`src/hdl/necir_pkg.sv`:
```
package necir_pkg;

	// Frame length in bits and the width of the emitted code.
	localparam int CODE_BITS = 32;
	localparam int CMD_W     = 32;
	localparam int TICK_W    = 16;
	localparam int CNT_W     = $clog2(CODE_BITS + 1);
	localparam int EXT_W     = (CODE_BITS > CMD_W) ? CODE_BITS : CMD_W;

	// Configuration port.
	localparam int CFG_IDX_W = 2;
	localparam int CFG_DAT_W = 16;

	localparam logic [CFG_IDX_W-1:0] REG_LEADER_MIN    = 2'd0;
	localparam logic [CFG_IDX_W-1:0] REG_LEADER_MAX    = 2'd1;
	localparam logic [CFG_IDX_W-1:0] REG_ONE_THRESHOLD = 2'd2;

	localparam logic [TICK_W-1:0] RST_LEADER_MIN    = 16'd1840;
	localparam logic [TICK_W-1:0] RST_LEADER_MAX    = 16'd2640;
	localparam logic [TICK_W-1:0] RST_ONE_THRESHOLD = 16'd330;

	typedef struct packed {
		logic [TICK_W-1:0] leader_min;
		logic [TICK_W-1:0] leader_max;
		logic [TICK_W-1:0] one_threshold;
	} cfg_t;

	typedef struct packed {
		logic              func;
		logic [TICK_W-1:0] ticks;
		logic              rising;
	} event_t;

	typedef struct packed {
		logic             valid;
		logic [CMD_W-1:0] code;
		logic             is_repeat;
	} result_t;

endpackage

```
`src/hdl/necir_cfg.sv`:
```
module necir_cfg (
	input  logic                                clk,
	input  logic                                arst_n,
	input  logic                                wr_en,
	input  logic [necir_pkg::CFG_IDX_W-1:0]     index,
	input  logic [necir_pkg::CFG_DAT_W-1:0]     data,
	output necir_pkg::cfg_t                     cfg
);

	necir_pkg::cfg_t cfg_q;

	always_ff @(posedge clk or negedge arst_n) begin
		if (!arst_n) begin
			cfg_q.leader_min    <= necir_pkg::RST_LEADER_MIN;
			cfg_q.leader_max    <= necir_pkg::RST_LEADER_MAX;
			cfg_q.one_threshold <= necir_pkg::RST_ONE_THRESHOLD;
		end else if (wr_en) begin
			unique case (index)
				necir_pkg::REG_LEADER_MIN:    cfg_q.leader_min    <= data;
				necir_pkg::REG_LEADER_MAX:    cfg_q.leader_max    <= data;
				necir_pkg::REG_ONE_THRESHOLD: cfg_q.one_threshold <= data;
				default: ; // unused indexes are dropped
			endcase
		end
	end

	assign cfg = cfg_q;

endmodule

```
`src/hdl/necir_core.sv`:
```
module necir_core (
	input  logic                 clk,
	input  logic                 arst_n,
	input  logic                 en,
	input  necir_pkg::event_t    ev,
	input  necir_pkg::cfg_t      cfg,
	output necir_pkg::result_t   res
);

	typedef enum logic [1:0] {
		PH_IDLE   = 2'd0,
		PH_LEADER = 2'd1,
		PH_FIRST  = 2'd2,
		PH_RECV   = 2'd3
	} phase_t;

	phase_t                           phase_q, phase_d;
	logic [necir_pkg::CNT_W-1:0]      bit_count_q, bit_count_d, cnt_inc;
	logic [necir_pkg::CODE_BITS-1:0]  code_q, code_d;
	logic [necir_pkg::EXT_W-1:0]      code_ext;
	logic                             bit_val;

	assign cnt_inc  = bit_count_q + necir_pkg::CNT_W'(1);
	assign bit_val  = ev.ticks > cfg.one_threshold;
	assign code_ext = necir_pkg::EXT_W'({code_q[necir_pkg::CODE_BITS-2:0], bit_val});

	always_comb begin
		phase_d       = phase_q;
		bit_count_d   = bit_count_q;
		code_d        = code_q;
		res.valid     = 1'b0;
		res.code      = '0;
		res.is_repeat = 1'b0;
		if (ev.func) begin
			// A timeout always ends the frame; in the receive phase before any bit it is a repeat.
			phase_d = PH_IDLE;
			if (phase_q == PH_RECV && bit_count_q == '0) begin
				res.valid     = 1'b1;
				res.is_repeat = 1'b1;
			end
		end else begin
			unique case (phase_q)
				PH_IDLE: begin
					if (!ev.rising) begin
						phase_d     = PH_LEADER;
						bit_count_d = '0;
						code_d      = '0;
					end
				end
				PH_LEADER: begin
					if (ev.ticks > cfg.leader_min && ev.ticks < cfg.leader_max) begin
						phase_d = PH_FIRST;
					end
				end
				PH_FIRST: begin
					phase_d = PH_RECV;
				end
				PH_RECV: begin
					if (!ev.rising) begin
						code_d      = code_ext[necir_pkg::CODE_BITS-1:0];
						bit_count_d = cnt_inc;
						if (cnt_inc == necir_pkg::CNT_W'(necir_pkg::CODE_BITS)) begin
							phase_d   = PH_IDLE;
							res.valid = 1'b1;
							res.code  = code_ext[necir_pkg::CMD_W-1:0];
						end
					end
				end
				default: phase_d = PH_IDLE;
			endcase
		end
	end

	always_ff @(posedge clk or negedge arst_n) begin
		if (!arst_n) begin
			phase_q     <= PH_IDLE;
			bit_count_q <= '0;
			code_q      <= '0;
		end else if (en) begin
			phase_q     <= phase_d;
			bit_count_q <= bit_count_d;
			code_q      <= code_d;
		end
	end

	// A timeout always leaves the decoder idle.
	a_timeout_idle: assert property (@(posedge clk) disable iff (!arst_n)
		en && ev.func |=> phase_q == PH_IDLE)
		else $error("timeout did not return decoder to idle");

	// The bit counter never runs past a whole frame.
	a_count_range: assert property (@(posedge clk) disable iff (!arst_n)
		bit_count_q <= necir_pkg::CNT_W'(necir_pkg::CODE_BITS))
		else $error("bit counter beyond frame length");

	// A new code is only emitted at the end of a frame, which leaves the decoder idle.
	a_code_ends_frame: assert property (@(posedge clk) disable iff (!arst_n)
		en && res.valid && !res.is_repeat |=>
			phase_q == PH_IDLE && bit_count_q == necir_pkg::CNT_W'(necir_pkg::CODE_BITS))
		else $error("code emitted without a full frame");

	// A repeat carries no code bits.
	a_repeat_zero: assert property (@(posedge clk) disable iff (!arst_n)
		res.valid && res.is_repeat |-> res.code == '0)
		else $error("repeat result with non-zero code");

	// Entering the leader phase from idle starts with an empty counter.
	a_leader_clear: assert property (@(posedge clk) disable iff (!arst_n)
		en && !ev.func && !ev.rising && phase_q == PH_IDLE |=>
			phase_q == PH_LEADER && bit_count_q == '0)
		else $error("frame start did not clear the bit counter");

endmodule

```
`src/hdl/nec_ir_frame_decoder_top.sv`:
```
// Channel   Direction  Handshake               Payload
// ------    ---------  ---------------------   ---------------------------------------
// in        input      in_valid / in_ready      func, capture_ticks, rising_edge
// out       output     out_valid / out_ready    command_code, is_repeat
// cfg       input      cfg_wr_en (no wait)      cfg_index, cfg_data
//
// Each input word is captured in a register, decoded by the frame state
// machine and its result, if any, lands in the output register: the word
// goes through the input register and then the output register, and one
// word per cycle is sustained while out_ready keeps the output draining.
// The rate is set by the frame state update feeding the output
// register. Reset (arst_n low) empties both registers, returns the decoder to
// idle and loads the default leader window and bit threshold. When the output
// register holds a word that is not taken, the input register keeps its word
// and in_ready drops once the input register is full as well.
module nec_ir_frame_decoder_top (
	input  logic                                clk,
	input  logic                                arst_n,

	input  logic                                in_valid,
	output logic                                in_ready,
	input  logic                                func,
	input  logic [necir_pkg::TICK_W-1:0]        capture_ticks,
	input  logic                                rising_edge,

	output logic                                out_valid,
	input  logic                                out_ready,
	output logic [necir_pkg::CMD_W-1:0]         command_code,
	output logic                                is_repeat,

	input  logic                                cfg_wr_en,
	input  logic [necir_pkg::CFG_IDX_W-1:0]     cfg_index,
	input  logic [necir_pkg::CFG_DAT_W-1:0]     cfg_data
);

	necir_pkg::cfg_t    cfg;
	necir_pkg::event_t  ev_s1;
	necir_pkg::result_t res;

	logic                         valid_s1;
	logic                         out_valid_s2;
	logic [necir_pkg::CMD_W-1:0]  code_s2;
	logic                         repeat_s2;
	logic                         out_free;
	logic                         fire_s1;
	logic                         in_take;

	// The output register can take a new word when it is empty or being drained.
	assign out_free = !out_valid_s2 || out_ready;
	assign fire_s1  = valid_s1 && out_free;
	assign in_ready = !valid_s1 || out_free;
	assign in_take  = in_valid && in_ready;

	necir_cfg u_cfg (
		.clk    (clk),
		.arst_n (arst_n),
		.wr_en  (cfg_wr_en),
		.index  (cfg_index),
		.data   (cfg_data),
		.cfg    (cfg)
	);

	// Input register: the word waiting for the decoder.
	always_ff @(posedge clk or negedge arst_n) begin
		if (!arst_n) begin
			valid_s1 <= 1'b0;
		end else if (in_take) begin
			valid_s1 <= 1'b1;
		end else if (fire_s1) begin
			valid_s1 <= 1'b0;
		end
	end

	always_ff @(posedge clk) begin
		if (in_take) begin
			ev_s1.func   <= func;
			ev_s1.ticks  <= capture_ticks;
			ev_s1.rising <= rising_edge;
		end
	end

	necir_core u_core (
		.clk    (clk),
		.arst_n (arst_n),
		.en     (fire_s1),
		.ev     (ev_s1),
		.cfg    (cfg),
		.res    (res)
	);

	// Output register: only words that produce a result fill it.
	always_ff @(posedge clk or negedge arst_n) begin
		if (!arst_n) begin
			out_valid_s2 <= 1'b0;
		end else if (fire_s1) begin
			out_valid_s2 <= res.valid;
		end else if (out_ready) begin
			out_valid_s2 <= 1'b0;
		end
	end

	always_ff @(posedge clk) begin
		if (fire_s1 && res.valid) begin
			code_s2   <= res.code;
			repeat_s2 <= res.is_repeat;
		end
	end

	assign out_valid    = out_valid_s2;
	assign command_code = code_s2;
	assign is_repeat    = repeat_s2;

endmodule
```
`config.mk`:
```
export PLATFORM = sky130hd
export DESIGN_NAME = nec_ir_frame_decoder_top
export DESIGN_NICKNAME = d
export VERILOG_FILES = /design/src/hdl/necir_pkg.sv /design/src/hdl/necir_cfg.sv /design/src/hdl/necir_core.sv /design/src/hdl/nec_ir_frame_decoder_top.sv
export SDC_FILE = /design/constraint.sdc
export NUM_CORES = 1
export LEC_CHECK = 0
export BUFFER_PORTS_ARGS = -buffer_cell sky130_fd_sc_hd__clkbuf_2
export CAP_MARGIN = 20
export CORE_AREA = 2 2 81 141
export CTS_CLUSTER_SIZE = 40
export DETAILED_ROUTE_END_ITERATION = 16
export DIE_AREA = 0 0 83 143
export PLACE_DENSITY = 0.91
export SYNTH_ARGS = -nofsm -noshare
export SYNTH_HDL_FRONTEND = slang
export SYNTH_SLANG_ARGS = --single-unit
```
`constraint.sdc`:
```
create_clock -name clk -period 9.3 [get_ports clk]
set_clock_uncertainty 0.05 [all_clocks]
set_input_delay 0.93 -clock clk [delete_from_list [all_inputs] [get_ports clk]]
set_output_delay 0.93 -clock clk [all_outputs]
set_load 0.02 [all_outputs]
```
==> metrics.log <==
INFO  metric outcome = complete, no violations
INFO  metric root_buf_cell = clkbuf_16
INFO  metric synth_seq_cells = 140
INFO  metric rsz_0062_raised_after_global_routing = no
INFO  metric ys_types = 44
INFO  metric seq_area_frac_synth = 57.3%
INFO  metric ys_dominant_reg_cell = dfrtp_1
INFO  metric average_cell_area_after_synthesis = 11.3 sq um
INFO  metric detail_route.drc_violations = 0
INFO  metric synth.net_count = 676
INFO  metric area_growth = 18.3%
INFO  metric floorplan_die_area = 0.0119 sq mm
INFO  metric cts.repair_timing.setup_buffer_count = 0
INFO  metric slew_violations = 0
INFO  metric cts_resized = 0
INFO  metric layout_common_cells = nand2_1, dfrtp_1, clkbuf_2
INFO  metric max-cap-violations = 0
INFO  metric final_layout_size_suffix_gt1_share = 23.7%
INFO  metric setup_viol = 0
INFO  metric grt_start_max_net_pins = 90
INFO  metric initial_antenna_violation_count = 0
INFO  metric worstSetupEndpointType = register
INFO  metric cpPeakStageDelay = 500 ps
INFO  metric grt_first_pass_wirelength = 23900 um
INFO  metric cts_hold_repair.buffers = 0
INFO  metric comb_power_share = 15.9%
INFO  metric buffer_ports.inserted = 75
INFO  metric worstSetupStartpoint = u_core.bit_count_q[0]$_DFFE_PN0P_
INFO  metric slew_headroom = 31.2%
INFO  metric power.switching = 450 uW
INFO  metric chipWidth = 83 um
INFO  metric timing.critical_path.arrival = 2930 ps
INFO  metric num_vias = 4827
INFO  metric power.static_leakage = 3.77 nW
INFO  metric power_frac_clock = 42.1%
INFO  metric dp.final_hpwl = 9590 um
INFO  metric detail_route.wirelength = 14700 um
INFO  metric critical_path_buf_inv_count = 2
INFO  metric crit_path_start_kind = register
INFO  metric path_clk_slew = 60 ps
INFO  metric global_route_overflow = 0
INFO  metric detailedRoute.firstIterationViolations = 415
INFO  metric final_min_period_over_clock_period = 31.2%
INFO  metric power.internal = 1.29 mW
INFO  metric finalWeightedCongestion = 0.924
INFO  metric cts_htree_levels = 4
INFO  metric hold_viol = 0
INFO  metric power.density = 223 mW/mm^2
INFO  metric worstSetupPathType = register to register
INFO  metric grt_pass1_vias = 5184
INFO  metric clock_path_buffers = 2
INFO  metric critical_path.cell_chain = ha_1, and2_1, a21oi_1, o32a_1, nor4b_4, buf_6, nor2_1, nor2_2, buf_4
INFO  metric tritoncts = built
INFO  metric power.switching_fraction = 25.8%
INFO  metric netlist_instances = 581
INFO  metric yosys_warnings = 0
INFO  metric async_flop_share = 63.6%
INFO  metric timing.critical_path.fanout_max = 33
INFO  metric tritoncts_num_sinks = 140
INFO  metric critical_path.top_delay_family = simple AND/OR/NAND/NOR gates
INFO  metric overall_track_demand_over_capacity_in_global_routing = 26.2%
INFO  metric die_height = 143 um
INFO  metric crit_slowest_cell = dfrtp_1
INFO  metric antennaDiodeCount = 0
INFO  metric final_net_count = 757
INFO  metric synth-edff-count = 51
INFO  metric ir_worst_vdd = 0.000193 V
INFO  metric drt_pass_1_iters = 6
INFO  metric crit_required = 9330 ps
INFO  metric drt-wirelength-per-cell = 18.3 um
INFO  metric post-layout-total-power = 1.74 mW
INFO  metric highest_achievable_clock_rate = 345 MHz
INFO  metric finalCriticalPeriod = 2900 ps
INFO  metric worst_hold_path_type = primary input to asynchronous set/reset pin
INFO  metric drtAntennaViolNets = 0
INFO  metric post_synth_instance_area = 0.00659 sq mm
INFO  metric start_util = 61.6%
INFO  metric totalNegativeSetupSlack = 0 ps
INFO  metric top_level_ports = 76
INFO  metric tightest_slew = 1030 ps
INFO  metric core_region_area = 0.0107 sq mm
INFO  metric layout_commonest_cell = nand2_1
INFO  metric share_seq_of_total_power = 42.0%
INFO  metric vias_per_cell = 6.00
INFO  metric num_rows = 50
INFO  metric clk_latency = 420 ps
INFO  metric tritoncts.num_buffers = 17
INFO  metric timing.rr.start = u_core.bit_count_q[0]$_DFFE_PN0P_
-- registers in the layout, indices dropped and copies added, names as in the netlist --
register,count
command_code,32
ev_s1,18
is_repeat,1
out_valid,1
u_cfg.cfg,48
u_core.bit_count_q,6
u_core.code_q,31
u_core.phase_q,2
valid_s1,1
-- cell usage after synthesis, drive strengths merged (2+ instances only) --
| cell type | number | area, sq um |
|---|---|---|
| dfrtp | 76 | 1900 |
| or3 | 4 | 25.0 |
| a211o | 2 | 17.5 |
| o21ai | 27 | 135 |
| a22o | 4 | 35.0 |
| nand2 | 90 | 338 |
| nor2b | 2 | 12.5 |
| or4 | 2 | 15.0 |
| a32o | 2 | 20.0 |
| ha | 54 | 676 |
| a21oi | 15 | 75.1 |
| o211ai | 2 | 15.0 |
| edfxtp | 51 | 1530 |
| and2 | 33 | 206 |
| nand3 | 37 | 185 |
| clkbuf | 19 | 71.3 |
| inv | 52 | 195 |
| nor4 | 4 | 25.0 |
| nand4 | 9 | 56.3 |
| dfstp | 13 | 342 |
| o21a | 2 | 15.0 |
| nand3b | 3 | 22.5 |
| nor3 | 3 | 15.0 |
| a21o | 8 | 60.1 |
| mux2 | 33 | 372 |
| nand2b | 5 | 31.3 |
| nor2 | 12 | 45.0 |
-- power by group through the flow --
stage / Sequential (mW) / Combinational (mW) / Clock, mW
after detailed placement: 0.741 / 0.264 / 0
after floorplan: 0.732 / 0.181 / 0
after global placement: 0.736 / 0.246 / 0
after global routing: 0.736 / 0.308 / 0.763
after CTS: 0.730 / 0.275 / 0.734
final: 0.731 / 0.277 / 0.732
-- worst reg2reg max path, stage by stage, from the launching register on --
cell and delay (ps):
dfrtp_1 500, ha_1 310, and2_1 160, a21oi_1 60
o32a_1 340, nor4b_4 310, buf_6 240, nor2_1 90
nor2_2 100, buf_4 370
-- cell type report --
class,instances,area (sq um)
flip-flops and latches,140,3770
fillers,679,2900
multi-input cells,369,2570
repair buffers,82,454
clock buffers,21,450
inverters,52,195
clock inverters,11,193
well taps,130,163
-- final timing paths --
check	endpoint	slack (ps)	cells after the start
hold reg to reg	u_core.code_q[30]$_DFFE_PN0P_	420	2
hold / removal	u_cfg.cfg[28]$_DFFE_PN0P_	370	1
setup reg to reg	command_code[24]$_SDFFCE_PP0P_	6400	9
setup / recovery	command_code[24]$_SDFFCE_PP0P_	6400	9
min in group clk	u_core.code_q[30]$_DFFE_PN0P_	420	2
max in group asynchronous	u_cfg.cfg[8]$_DFFE_PN1P_	8160	2
-- layer usage --
| metal | up-vias | wire, um | global-route usage (%) |
|---|---|---|---|
| li1 | 2191 | - | - |
| met1 | 2354 | 4980 | 25.4 |
| met2 | 209 | 8080 | 48.0 |
| met3 | 73 | 728 | 5.84 |
| met4 | 0 | 938 | 19.2 |
| met5 | - | 0 | 0 |
-- per-stage QoR --
step | std cells | util, % | area [sq um] | setup slack (ps) | hold WS, ps
global placement | 771 | 66.5 | 7110 | 6120 | 393
floorplan | 581 | - | 6590 | 5750 | 380
CTS | 803 | 72.5 | 7760 | 5860 | 426
global route | 805 | 72.9 | 7800 | 6270 | 383
detailed placement | 771 | 66.5 | 7110 | 5920 | 413
finish | 805 | 72.9 | 7800 | 6400 | 367
-- logic make-up (layout without fill, tap and decap cells) --
group | count (synthesis) | count (layout) | synth area share (%)
DFF | 140 | 140 | 57.3
buffers and inverters | 72 | 166 | 4.12
muxes | 34 | 34 | 5.79
adders and majority gates | 54 | 54 | 10.3
and+or+nand+nor | 208 | 208 | 15.4
AOI/OAI and AO/OA | 73 | 73 | 7.12
No activity file was read; power rests on OpenSTA's default activity.
